--- src/rtl/core/fbpa_pkg.sv ---
// Shared types and constants of the fixed block pool allocator.
// No dependencies; compiled first.
package fbpa_pkg;

  localparam int unsigned ADDR_W    = 32;
  localparam int unsigned SIZE_W    = 13;
  localparam int unsigned COUNT_W   = 9;
  localparam int unsigned CMD_W     = 2;
  localparam int unsigned REG_IDX_W = 2;
  // count * size stays below 2^22
  localparam int unsigned OFFS_W    = 22;

  typedef enum logic [CMD_W-1:0] {
    CMD_ALLOC = 2'd0,
    CMD_FREE  = 2'd1,
    CMD_QUERY = 2'd2
  } cmd_e;

  typedef enum logic [REG_IDX_W-1:0] {
    REG_BASE_ADDRESS = 2'd0,
    REG_BLOCK_SIZE   = 2'd1,
    REG_BLOCK_COUNT  = 2'd2
  } cfg_reg_e;

  typedef enum logic [2:0] {
    ST_SWEEP,
    ST_IDLE,
    ST_STK,
    ST_ADDR,
    ST_CHECK,
    ST_DIV,
    ST_FLAG,
    ST_DONE
  } state_e;

  typedef struct packed {
    logic               done;
    logic [COUNT_W-1:0] quotient;
    logic               rem_zero;
  } div_res_t;

endpackage

--- src/rtl/core/fbpa_if.sv ---
// Channel interfaces of the fixed block pool allocator: command, response, config.
// Depends on fbpa_pkg.
interface fbpa_cmd_if;
  logic                             valid;
  logic                             ready;
  logic [fbpa_pkg::CMD_W-1:0]       command;
  logic [fbpa_pkg::ADDR_W-1:0]      address;

  modport source (output valid, command, address, input ready);
  modport sink (input valid, command, address, output ready);
endinterface

interface fbpa_rsp_if;
  logic                             valid;
  logic                             ready;
  logic                             status;
  logic [fbpa_pkg::ADDR_W-1:0]      block_address;
  logic                             in_use;
  logic [fbpa_pkg::COUNT_W-1:0]     free_count;
  logic                             any_free;

  modport source (output valid, status, block_address, in_use, free_count, any_free,
                  input ready);
  modport sink (input valid, status, block_address, in_use, free_count, any_free,
                output ready);
endinterface

interface fbpa_cfg_if;
  logic                             valid;
  logic                             ready;
  logic [fbpa_pkg::REG_IDX_W-1:0]   reg_index;
  logic [fbpa_pkg::ADDR_W-1:0]      wdata;

  modport source (output valid, reg_index, wdata, input ready);
  modport sink (input valid, reg_index, wdata, output ready);
endinterface

--- src/rtl/core/fixed_block_pool_allocator_top.sv ---
// Allocate answers after a stack read and an address add, free and query after the
// 9-step divider and a flag memory read, misaligned after the divider, out of range
// after the bound check, empty pool or unused code at once. One word in flight; the
// next is taken once the response is posted. Reset and each write to a defined config
// register run a refill sweep of the stack and flag memories, taking no command word.
// Depends on fbpa_pkg, fbpa_if, fbpa_divider.
module fixed_block_pool_allocator_top #(
  parameter int unsigned MAX_BLOCKS = 256
) (
  input  logic              clk_i,
  input  logic              rst_ni,
  fbpa_cmd_if.sink          cmd_i,
  fbpa_rsp_if.source        rsp_o,
  fbpa_cfg_if.sink          cfg_i
);

  localparam int unsigned IDX_W   = $clog2(MAX_BLOCKS);
  localparam int unsigned DEPTH_W = $clog2(MAX_BLOCKS + 1);
  localparam int unsigned ADDR_W  = fbpa_pkg::ADDR_W;
  localparam int unsigned SIZE_W  = fbpa_pkg::SIZE_W;
  localparam int unsigned COUNT_W = fbpa_pkg::COUNT_W;
  localparam int unsigned CMD_W   = fbpa_pkg::CMD_W;
  localparam int unsigned OFFS_W  = fbpa_pkg::OFFS_W;
  localparam int unsigned PROD_W  = IDX_W + SIZE_W;

  fbpa_pkg::state_e     state_q, state_d;
  logic [DEPTH_W-1:0]   depth_q, depth_d;
  logic [IDX_W-1:0]     sweep_q, sweep_d;
  logic [ADDR_W-1:0]    base_q;
  logic [SIZE_W-1:0]    size_q;
  logic [COUNT_W-1:0]   count_q;
  logic [OFFS_W-1:0]    span_q;

  logic [CMD_W-1:0]     cmd_q, cmd_d;
  logic [ADDR_W-1:0]    offset_q, offset_d;
  logic [IDX_W-1:0]     idx_q, idx_d;
  logic [PROD_W-1:0]    prod_q, prod_d;
  logic                 status_q, status_d;
  logic [ADDR_W-1:0]    baddr_q, baddr_d;
  logic                 hit_q, hit_d;

  logic                 rsp_valid_q, rsp_valid_d;
  logic                 rsp_status_q, rsp_status_d;
  logic [ADDR_W-1:0]    rsp_baddr_q, rsp_baddr_d;
  logic                 rsp_in_use_q, rsp_in_use_d;
  logic [COUNT_W-1:0]   rsp_free_q, rsp_free_d;
  logic                 rsp_any_q, rsp_any_d;

  logic [IDX_W-1:0]     stack_mem [MAX_BLOCKS];
  logic                 flag_mem [MAX_BLOCKS];
  logic                 stk_we, flag_we, flag_wdata;
  logic [IDX_W-1:0]     stk_waddr, stk_wdata, stk_raddr, stk_rdata_q;
  logic [IDX_W-1:0]     flag_waddr, flag_raddr;
  logic                 flag_rdata_q;

  logic                 div_start;
  fbpa_pkg::div_res_t   div_res;

  logic [SIZE_W-1:0]    eff_size;
  logic [COUNT_W-1:0]   eff_cnt;
  logic                 cmd_acc, cfg_acc;

  assign eff_size = (size_q == '0) ? SIZE_W'(1) : size_q;
  assign eff_cnt  = (32'(count_q) > 32'(MAX_BLOCKS)) ? COUNT_W'(MAX_BLOCKS) : count_q;

  assign cmd_i.ready = (state_q == fbpa_pkg::ST_IDLE);
  assign cfg_i.ready = 1'b1;
  assign cmd_acc     = cmd_i.valid & cmd_i.ready;
  assign cfg_acc     = cfg_i.valid & cfg_i.ready;

  fbpa_divider u_div (
    .clk_i      (clk_i),
    .rst_ni     (rst_ni),
    .start_i    (div_start),
    .dividend_i (offset_q[OFFS_W-1:0]),
    .divisor_i  (eff_size),
    .res_o      (div_res)
  );

  always_comb begin
    state_d      = state_q;
    depth_d      = depth_q;
    sweep_d      = sweep_q;
    cmd_d        = cmd_q;
    offset_d     = offset_q;
    idx_d        = idx_q;
    prod_d       = prod_q;
    status_d     = status_q;
    baddr_d      = baddr_q;
    hit_d        = hit_q;
    rsp_valid_d  = rsp_valid_q & ~rsp_o.ready;
    rsp_status_d = rsp_status_q;
    rsp_baddr_d  = rsp_baddr_q;
    rsp_in_use_d = rsp_in_use_q;
    rsp_free_d   = rsp_free_q;
    rsp_any_d    = rsp_any_q;
    stk_we       = 1'b0;
    stk_waddr    = '0;
    stk_wdata    = '0;
    stk_raddr    = IDX_W'(depth_q - DEPTH_W'(1));
    flag_we      = 1'b0;
    flag_waddr   = '0;
    flag_wdata   = 1'b0;
    flag_raddr   = IDX_W'(div_res.quotient);
    div_start    = 1'b0;

    case (state_q)
      fbpa_pkg::ST_SWEEP: begin
        stk_we     = 1'b1;
        stk_waddr  = sweep_q;
        stk_wdata  = sweep_q;
        flag_we    = 1'b1;
        flag_waddr = sweep_q;
        sweep_d    = sweep_q + IDX_W'(1);
        if (sweep_q == IDX_W'(MAX_BLOCKS - 1)) begin
          depth_d = DEPTH_W'(eff_cnt);
          state_d = fbpa_pkg::ST_IDLE;
        end
      end
      fbpa_pkg::ST_IDLE: begin
        if (cmd_acc) begin
          cmd_d    = cmd_i.command;
          offset_d = cmd_i.address - base_q;
          status_d = 1'b1;
          baddr_d  = '0;
          hit_d    = 1'b0;
          case (cmd_i.command)
            fbpa_pkg::CMD_ALLOC: begin
              if (depth_q != '0) begin
                depth_d = depth_q - DEPTH_W'(1);
                state_d = fbpa_pkg::ST_STK;
              end else begin
                state_d = fbpa_pkg::ST_DONE;
              end
            end
            fbpa_pkg::CMD_FREE,
            fbpa_pkg::CMD_QUERY: state_d = fbpa_pkg::ST_CHECK;
            default: state_d = fbpa_pkg::ST_DONE;
          endcase
        end
      end
      fbpa_pkg::ST_STK: begin
        flag_we    = 1'b1;
        flag_waddr = stk_rdata_q;
        flag_wdata = 1'b1;
        prod_d     = PROD_W'(stk_rdata_q) * PROD_W'(eff_size);
        state_d    = fbpa_pkg::ST_ADDR;
      end
      fbpa_pkg::ST_ADDR: begin
        baddr_d  = base_q + ADDR_W'(prod_q);
        status_d = 1'b0;
        state_d  = fbpa_pkg::ST_DONE;
      end
      fbpa_pkg::ST_CHECK: begin
        if (offset_q >= ADDR_W'(span_q)) begin
          state_d = fbpa_pkg::ST_DONE;
        end else begin
          div_start = 1'b1;
          state_d   = fbpa_pkg::ST_DIV;
        end
      end
      fbpa_pkg::ST_DIV: begin
        if (div_res.done) begin
          if (!div_res.rem_zero) begin
            state_d = fbpa_pkg::ST_DONE;
          end else begin
            idx_d   = IDX_W'(div_res.quotient);
            state_d = fbpa_pkg::ST_FLAG;
          end
        end
      end
      fbpa_pkg::ST_FLAG: begin
        if (cmd_q == fbpa_pkg::CMD_FREE) begin
          if (flag_rdata_q && (depth_q < DEPTH_W'(MAX_BLOCKS))) begin
            flag_we    = 1'b1;
            flag_waddr = idx_q;
            stk_we     = 1'b1;
            stk_waddr  = IDX_W'(depth_q);
            stk_wdata  = idx_q;
            depth_d    = depth_q + DEPTH_W'(1);
            status_d   = 1'b0;
          end
        end else begin
          status_d = 1'b0;
          hit_d    = flag_rdata_q;
        end
        state_d = fbpa_pkg::ST_DONE;
      end
      fbpa_pkg::ST_DONE: begin
        if (!rsp_valid_q || rsp_o.ready) begin
          rsp_valid_d  = 1'b1;
          rsp_status_d = status_q;
          rsp_baddr_d  = baddr_q;
          rsp_in_use_d = hit_q;
          rsp_free_d   = COUNT_W'(depth_q);
          rsp_any_d    = (depth_q != '0);
          state_d      = fbpa_pkg::ST_IDLE;
        end
      end
      default: state_d = fbpa_pkg::ST_IDLE;
    endcase

    // a write to any defined register refills the pool
    if (cfg_acc && (cfg_i.reg_index <= fbpa_pkg::REG_BLOCK_COUNT)) begin
      state_d = fbpa_pkg::ST_SWEEP;
      sweep_d = '0;
    end
  end

  always_ff @(posedge clk_i or negedge rst_ni) begin
    if (!rst_ni) begin
      state_q     <= fbpa_pkg::ST_SWEEP;
      depth_q     <= '0;
      sweep_q     <= '0;
      rsp_valid_q <= 1'b0;
      base_q      <= '0;
      size_q      <= SIZE_W'(16);
      count_q     <= COUNT_W'(256);
    end else begin
      state_q     <= state_d;
      depth_q     <= depth_d;
      sweep_q     <= sweep_d;
      rsp_valid_q <= rsp_valid_d;
      if (cfg_acc) begin
        case (cfg_i.reg_index)
          fbpa_pkg::REG_BASE_ADDRESS: base_q  <= cfg_i.wdata;
          fbpa_pkg::REG_BLOCK_SIZE:   size_q  <= cfg_i.wdata[SIZE_W-1:0];
          fbpa_pkg::REG_BLOCK_COUNT:  count_q <= cfg_i.wdata[COUNT_W-1:0];
          default: ;
        endcase
      end
    end
  end

  always_ff @(posedge clk_i) begin
    span_q       <= OFFS_W'(eff_cnt) * OFFS_W'(eff_size);
    cmd_q        <= cmd_d;
    offset_q     <= offset_d;
    idx_q        <= idx_d;
    prod_q       <= prod_d;
    status_q     <= status_d;
    baddr_q      <= baddr_d;
    hit_q        <= hit_d;
    rsp_status_q <= rsp_status_d;
    rsp_baddr_q  <= rsp_baddr_d;
    rsp_in_use_q <= rsp_in_use_d;
    rsp_free_q   <= rsp_free_d;
    rsp_any_q    <= rsp_any_d;
  end

  // free-index stack
  always_ff @(posedge clk_i) begin
    if (stk_we) begin
      stack_mem[stk_waddr] <= stk_wdata;
    end
    stk_rdata_q <= stack_mem[stk_raddr];
  end

  // in-use flags
  always_ff @(posedge clk_i) begin
    if (flag_we) begin
      flag_mem[flag_waddr] <= flag_wdata;
    end
    flag_rdata_q <= flag_mem[flag_raddr];
  end

  assign rsp_o.valid         = rsp_valid_q;
  assign rsp_o.status        = rsp_status_q;
  assign rsp_o.block_address = rsp_baddr_q;
  assign rsp_o.in_use        = rsp_in_use_q;
  assign rsp_o.free_count    = rsp_free_q;
  assign rsp_o.any_free      = rsp_any_q;

endmodule

--- src/rtl/core/fbpa_divider.sv ---
// Restoring divider: block offset by block size, one quotient bit per cycle.
// Depends on fbpa_pkg.
module fbpa_divider (
  input  logic                          clk_i,
  input  logic                          rst_ni,
  input  logic                          start_i,
  input  logic [fbpa_pkg::OFFS_W-1:0]   dividend_i,
  input  logic [fbpa_pkg::SIZE_W-1:0]   divisor_i,
  output fbpa_pkg::div_res_t            res_o
);

  localparam int unsigned QW     = fbpa_pkg::COUNT_W;
  localparam int unsigned OW     = fbpa_pkg::OFFS_W;
  localparam int unsigned STEP_W = $clog2(QW);

  logic              busy_q, busy_d;
  logic              done_q, done_d;
  logic [STEP_W-1:0] cnt_q, cnt_d;
  logic [OW-1:0]     rem_q, rem_d;
  logic [OW-1:0]     dsr_q, dsr_d;
  logic [QW-1:0]     quo_q, quo_d;

  always_comb begin
    busy_d = busy_q;
    done_d = 1'b0;
    cnt_d  = cnt_q;
    rem_d  = rem_q;
    dsr_d  = dsr_q;
    quo_d  = quo_q;
    if (start_i) begin
      busy_d = 1'b1;
      cnt_d  = STEP_W'(QW - 1);
      rem_d  = dividend_i;
      dsr_d  = OW'(divisor_i) << (QW - 1);
      quo_d  = '0;
    end else if (busy_q) begin
      if (rem_q >= dsr_q) begin
        rem_d = rem_q - dsr_q;
        quo_d = {quo_q[QW-2:0], 1'b1};
      end else begin
        quo_d = {quo_q[QW-2:0], 1'b0};
      end
      dsr_d = dsr_q >> 1;
      cnt_d = cnt_q - STEP_W'(1);
      if (cnt_q == '0) begin
        busy_d = 1'b0;
        done_d = 1'b1;
      end
    end
  end

  always_ff @(posedge clk_i or negedge rst_ni) begin
    if (!rst_ni) begin
      busy_q <= 1'b0;
      done_q <= 1'b0;
      cnt_q  <= '0;
    end else begin
      busy_q <= busy_d;
      done_q <= done_d;
      cnt_q  <= cnt_d;
    end
  end

  always_ff @(posedge clk_i) begin
    rem_q <= rem_d;
    dsr_q <= dsr_d;
    quo_q <= quo_d;
  end

  assign res_o.done     = done_q;
  assign res_o.quotient = quo_q;
  assign res_o.rem_zero = (rem_q == '0);

endmodule

--- src/flat_wrapper.sv ---
// flat-port wrapper written by rule: the top's interface ports become plain ports
module fixed_block_pool_allocator_top_flat 
#(
  parameter int unsigned MAX_BLOCKS = 256
)
  (clk_i, rst_ni, cmd_i_valid, cmd_i_command, cmd_i_address, cmd_i_ready, rsp_o_valid, rsp_o_status, rsp_o_block_address, rsp_o_in_use, rsp_o_free_count, rsp_o_any_free, rsp_o_ready, cfg_i_valid, cfg_i_reg_index, cfg_i_wdata, cfg_i_ready);
  fbpa_cmd_if cmd_i_i ();
  fbpa_rsp_if rsp_o_i ();
  fbpa_cfg_if cfg_i_i ();
  input  logic clk_i;
  input  logic rst_ni;
  input wire logic [$bits(cmd_i_i.valid)-1:0] cmd_i_valid;
  input wire logic [$bits(cmd_i_i.command)-1:0] cmd_i_command;
  input wire logic [$bits(cmd_i_i.address)-1:0] cmd_i_address;
  output wire logic [$bits(cmd_i_i.ready)-1:0] cmd_i_ready;
  output wire logic [$bits(rsp_o_i.valid)-1:0] rsp_o_valid;
  output wire logic [$bits(rsp_o_i.status)-1:0] rsp_o_status;
  output wire logic [$bits(rsp_o_i.block_address)-1:0] rsp_o_block_address;
  output wire logic [$bits(rsp_o_i.in_use)-1:0] rsp_o_in_use;
  output wire logic [$bits(rsp_o_i.free_count)-1:0] rsp_o_free_count;
  output wire logic [$bits(rsp_o_i.any_free)-1:0] rsp_o_any_free;
  input wire logic [$bits(rsp_o_i.ready)-1:0] rsp_o_ready;
  input wire logic [$bits(cfg_i_i.valid)-1:0] cfg_i_valid;
  input wire logic [$bits(cfg_i_i.reg_index)-1:0] cfg_i_reg_index;
  input wire logic [$bits(cfg_i_i.wdata)-1:0] cfg_i_wdata;
  output wire logic [$bits(cfg_i_i.ready)-1:0] cfg_i_ready;
  assign cmd_i_i.valid = cmd_i_valid;
  assign cmd_i_i.command = cmd_i_command;
  assign cmd_i_i.address = cmd_i_address;
  assign cmd_i_ready = cmd_i_i.ready;
  assign rsp_o_valid = rsp_o_i.valid;
  assign rsp_o_status = rsp_o_i.status;
  assign rsp_o_block_address = rsp_o_i.block_address;
  assign rsp_o_in_use = rsp_o_i.in_use;
  assign rsp_o_free_count = rsp_o_i.free_count;
  assign rsp_o_any_free = rsp_o_i.any_free;
  assign rsp_o_i.ready = rsp_o_ready;
  assign cfg_i_i.valid = cfg_i_valid;
  assign cfg_i_i.reg_index = cfg_i_reg_index;
  assign cfg_i_i.wdata = cfg_i_wdata;
  assign cfg_i_ready = cfg_i_i.ready;
  fixed_block_pool_allocator_top #(.MAX_BLOCKS(MAX_BLOCKS)) u_core (.clk_i(clk_i), .rst_ni(rst_ni), .cmd_i(cmd_i_i), .rsp_o(rsp_o_i), .cfg_i(cfg_i_i));
endmodule
--- config.mk ---
export PLATFORM = sky130hd
export DESIGN_NAME = fixed_block_pool_allocator_top_flat
export DESIGN_NICKNAME = d
export VERILOG_FILES = /design/src/rtl/core/fbpa_pkg.sv /design/src/rtl/core/fbpa_if.sv /design/src/rtl/core/fixed_block_pool_allocator_top.sv /design/src/rtl/core/fbpa_divider.sv /design/src/flat_wrapper.sv
export SDC_FILE = /design/constraint.sdc
export NUM_CORES = 2
export LEC_CHECK = 0
export BUFFER_PORTS_ARGS = -buffer_cell sky130_fd_sc_hd__clkbuf_2
export CORE_MARGIN = 4
export CORE_UTILIZATION = 56
export DETAILED_ROUTE_END_ITERATION = 6
export GPL_TIMING_DRIVEN = 0
export HOLD_SLACK_MARGIN = 0.12
export PLACE_DENSITY_LB_ADDON = 0.12
export SYNTH_ARGS = -nofsm -noshare
export SYNTH_HDL_FRONTEND = slang
export SYNTH_HIERARCHICAL = 1
export SYNTH_SLANG_ARGS = --single-unit
--- constraint.sdc ---
create_clock -name clk_i -period 17.53 [get_ports clk_i]
set_input_delay 3.506 -clock clk_i [delete_from_list [all_inputs] [get_ports clk_i]]
set_output_delay 3.506 -clock clk_i [all_outputs]
set_load 0.05 [all_outputs]
==> flow_summary.toml <==
[floorplan]
die_h_um = 457
dieWidth_um = 457
core_mm2 = 0.200
dieArea_mm2 = 0.209
ios = 120
rows = 164
start_util_pct = 56.4

[finish]
fin_nets = 7206
utilization_pct = 63.6
fill_cells = 13800
drive_above_1_share_pct = 21.3
syn2layout_area_growth_pct = 12.8

[power]
p_leak_uw = 0.0427
peakVddDrop_uv = 182
pwr_density_cell_mw_per_mm2 = 175

[cts]
ctsResizeCount = 0
cts_root_buf = "clkbuf_16"
cts_tree = "built"
cts.hold.buffers_added = 0
h-tree-depth = 5
cts_buffers = 285
path_clk_slew_ps = 60
cts_sinks = 2608
cts_setup_buffers = 0
clockBufferDepth = 4
clk_latency_ps = 930

[yosys]
synth_area_mm2 = 0.113
avgSynthCellArea_um2 = 17.9
syn_inst = 6315
synth_nets = 6721
yosysWarnings = 6

[grt]
grt_max_degree = 92
antenna_found_initial = 6
first_global_vias = 61000
grt_usage_pct = 29.0
grt_pass1_wl_mm = 434
grt.overflow.total = 0

[outcome]
outcome = "finished with violations"
failed_checks = "capacitance limit"

[hold_path]
worstHoldEndpoint = "u_core/rsp_o.block_address[18]$_DFFE_PP_"
holdPathStages = 0
min_path_type = "reg -> reg"
hold_start = "u_core/baddr_q[18]$_SDFFCE_PP0P_"

[worst_setup_path]
path_buf_inv = 7
cp_max_fo = 10
r2r_setup_slack_ps = 9500
critPathMostFrequentCell = "clkbuf_1"
reg2regPathDepth = 13
slowest_delay_ps = 1000
critPathLaunchType = "flop"
cp.required_ps = 18230
cp.arrival_ps = 8730
timing.rr.end = "u_core/stk_rdata_q[2]$_DFF_P_"
critical-path-top-delay-family = "buffers and inverters"
cp_slowest_cell = "clkbuf_1"
crit_type = "reg -> reg"
cp_cell_sequence = "clkbuf_1 > buf_2 > buf_2 > inv_1 > ha_1 > clkbuf_1 > clkbuf_1 > clkbuf_1 > mux4_2 > mux4_2 > mux4_2 > a22oi_1 > nand2_1"
worstReg2RegStart = "u_core/depth_q[0]$_DFFE_PN0P_"
worst_setup_path_end_kind = "flop"

[job]
drv_cap = 1

[sta]
fin_tns_setup_ps = 0
maxSlewHeadroom_pct = 0.612
setup_violations = 0
slew_violations = 0
fmax_mhz = 125
period_share_pct = 45.8
period_minus_slack_ps = 8030
tightest_slew_ps = 1490
fin_worst_skew_ps = 48.2
rsz0062_at_grt = "false"
hold_violations = 0

[detailed_routing]
avgRoutedWirePerCell_um = 31.1
vias = 61900
drc = 0
first_iter_violations = 8246
drtPass1Iterations = 6
ant_nets = 0
wirelength_mm = 301
via_per_inst = 6.40

[placed_design]
port_buffers = 118
gp_congestion = 0.912
dp_hpwl_mm = 208
[metrics by stage]
stage / setup slack (ps) / std cells / total power [uW] / cell area, um2 / hold slack [ps]
global route: 9650 / 9657 / 23200 / 127000 / 409
finish: 9500 / 9666 / 22300 / 127000 / 394
global placement: -10790 / 9089 / 16700 / 117000 / 405
CTS: 9770 / 9655 / 22300 / 127000 / 399
floorplan: 863 / 6315 / 13500 / 113000 / 400
detailed placement: 9760 / 9169 / 16600 / 118000 / 405
[layout make-up]
class                      instances  area [um2]  share of cell area [%]
buffer                           346        1440                    1.13
clock inverter                   132        1120                   0.877
antenna                           11        27.5                  0.0216
inverter                         305        1140                   0.900
timing repair buffer             198        2160                    1.70
tap                             2656        3320                    2.61
multi-input combinational       3056       33000                    25.9
clock buffer                     354        7620                    5.99
sequential                      2608       77400                    60.9
[cells in the final DEF, fill, tap and decap left out, types with 20 or more instances in the layout]
cell / instances
ha_1: 186
a21o_1: 39
o21ai_0: 105
buf_12: 40
mux2_2: 24
fa_1: 147
o21a_1: 31
clkbuf_1: 283
and2_1: 156
nor2b_1: 36
edfxtp_1: 2480
o31ai_1: 20
nor3_1: 40
clkinv_1: 57
a21oi_1: 99
dfrtp_1: 79
xnor2_1: 62
xor2_1: 30
nor2_1: 664
inv_1: 303
nand3_1: 38
mux4_2: 757
nand2b_1: 24
clkinv_2: 41
buf_1: 23
buf_2: 66
mux2i_1: 21
clkbuf_2: 138
clkbuf_16: 294
nand2_1: 294
dfxtp_1: 47
[per-layer routing]
layer  up-vias  GRT usage [%]  part of all wire, %
li1      25600              -                    -
met1     32300           40.3                   38
met3       605           5.66                  9.2
met4         0           11.3                  4.3
met2      3328           45.9                   48
met5         -              0                    0
[worst max-delay path by stage]
stage | cells past startpoint | start | endpoint | slack, ps
floorplan | 7 | u_core/state_q[2]$_DFFE_PN0P_ | u_core/flag_mem[112]$_DFFE_PP_ | 860
global placement | 11 | u_core/state_q[1]$_DFFE_PN0P_ | u_core/flag_mem[250]$_DFFE_PP_ | -10790
detailed placement | 13 | u_core/depth_q[0]$_DFFE_PN0P_ | u_core/stk_rdata_q[2]$_DFF_P_ | 9760
CTS | 13 | u_core/depth_q[0]$_DFFE_PN0P_ | u_core/stk_rdata_q[2]$_DFF_P_ | 9770
global route | 13 | u_core/depth_q[0]$_DFFE_PN0P_ | u_core/stk_rdata_q[2]$_DFF_P_ | 9650
finish | 13 | u_core/depth_q[0]$_DFFE_PN0P_ | u_core/stk_rdata_q[2]$_DFF_P_ | 9500
[state kept, by name, summed over array words and instances (netlist names), 9 cells and up]
| register | count |
|---|---|
| u_core/u_div/rem_q | 22 |
| u_core/offset_q | 32 |
| u_core/rsp_o.block_address | 32 |
| u_core/flag_mem | 256 |
| u_core/stack_mem | 2048 |
| u_core/prod_q | 21 |
| u_core/count_q | 9 |
| u_core/depth_q | 9 |
| u_core/rsp_o.free_count | 9 |
| u_core/baddr_q | 32 |
| u_core/span_q | 22 |
| u_core/base_q | 32 |
| u_core/u_div/dsr_q | 21 |
| u_core/size_q | 13 |
[power by group]
group / switching, uW / internal (uW)
Sequential: 134 / 7240
Clock: 2330 / 3350
Combinational: 5480 / 3780
No activity file was read; power rests on OpenSTA's default activity.
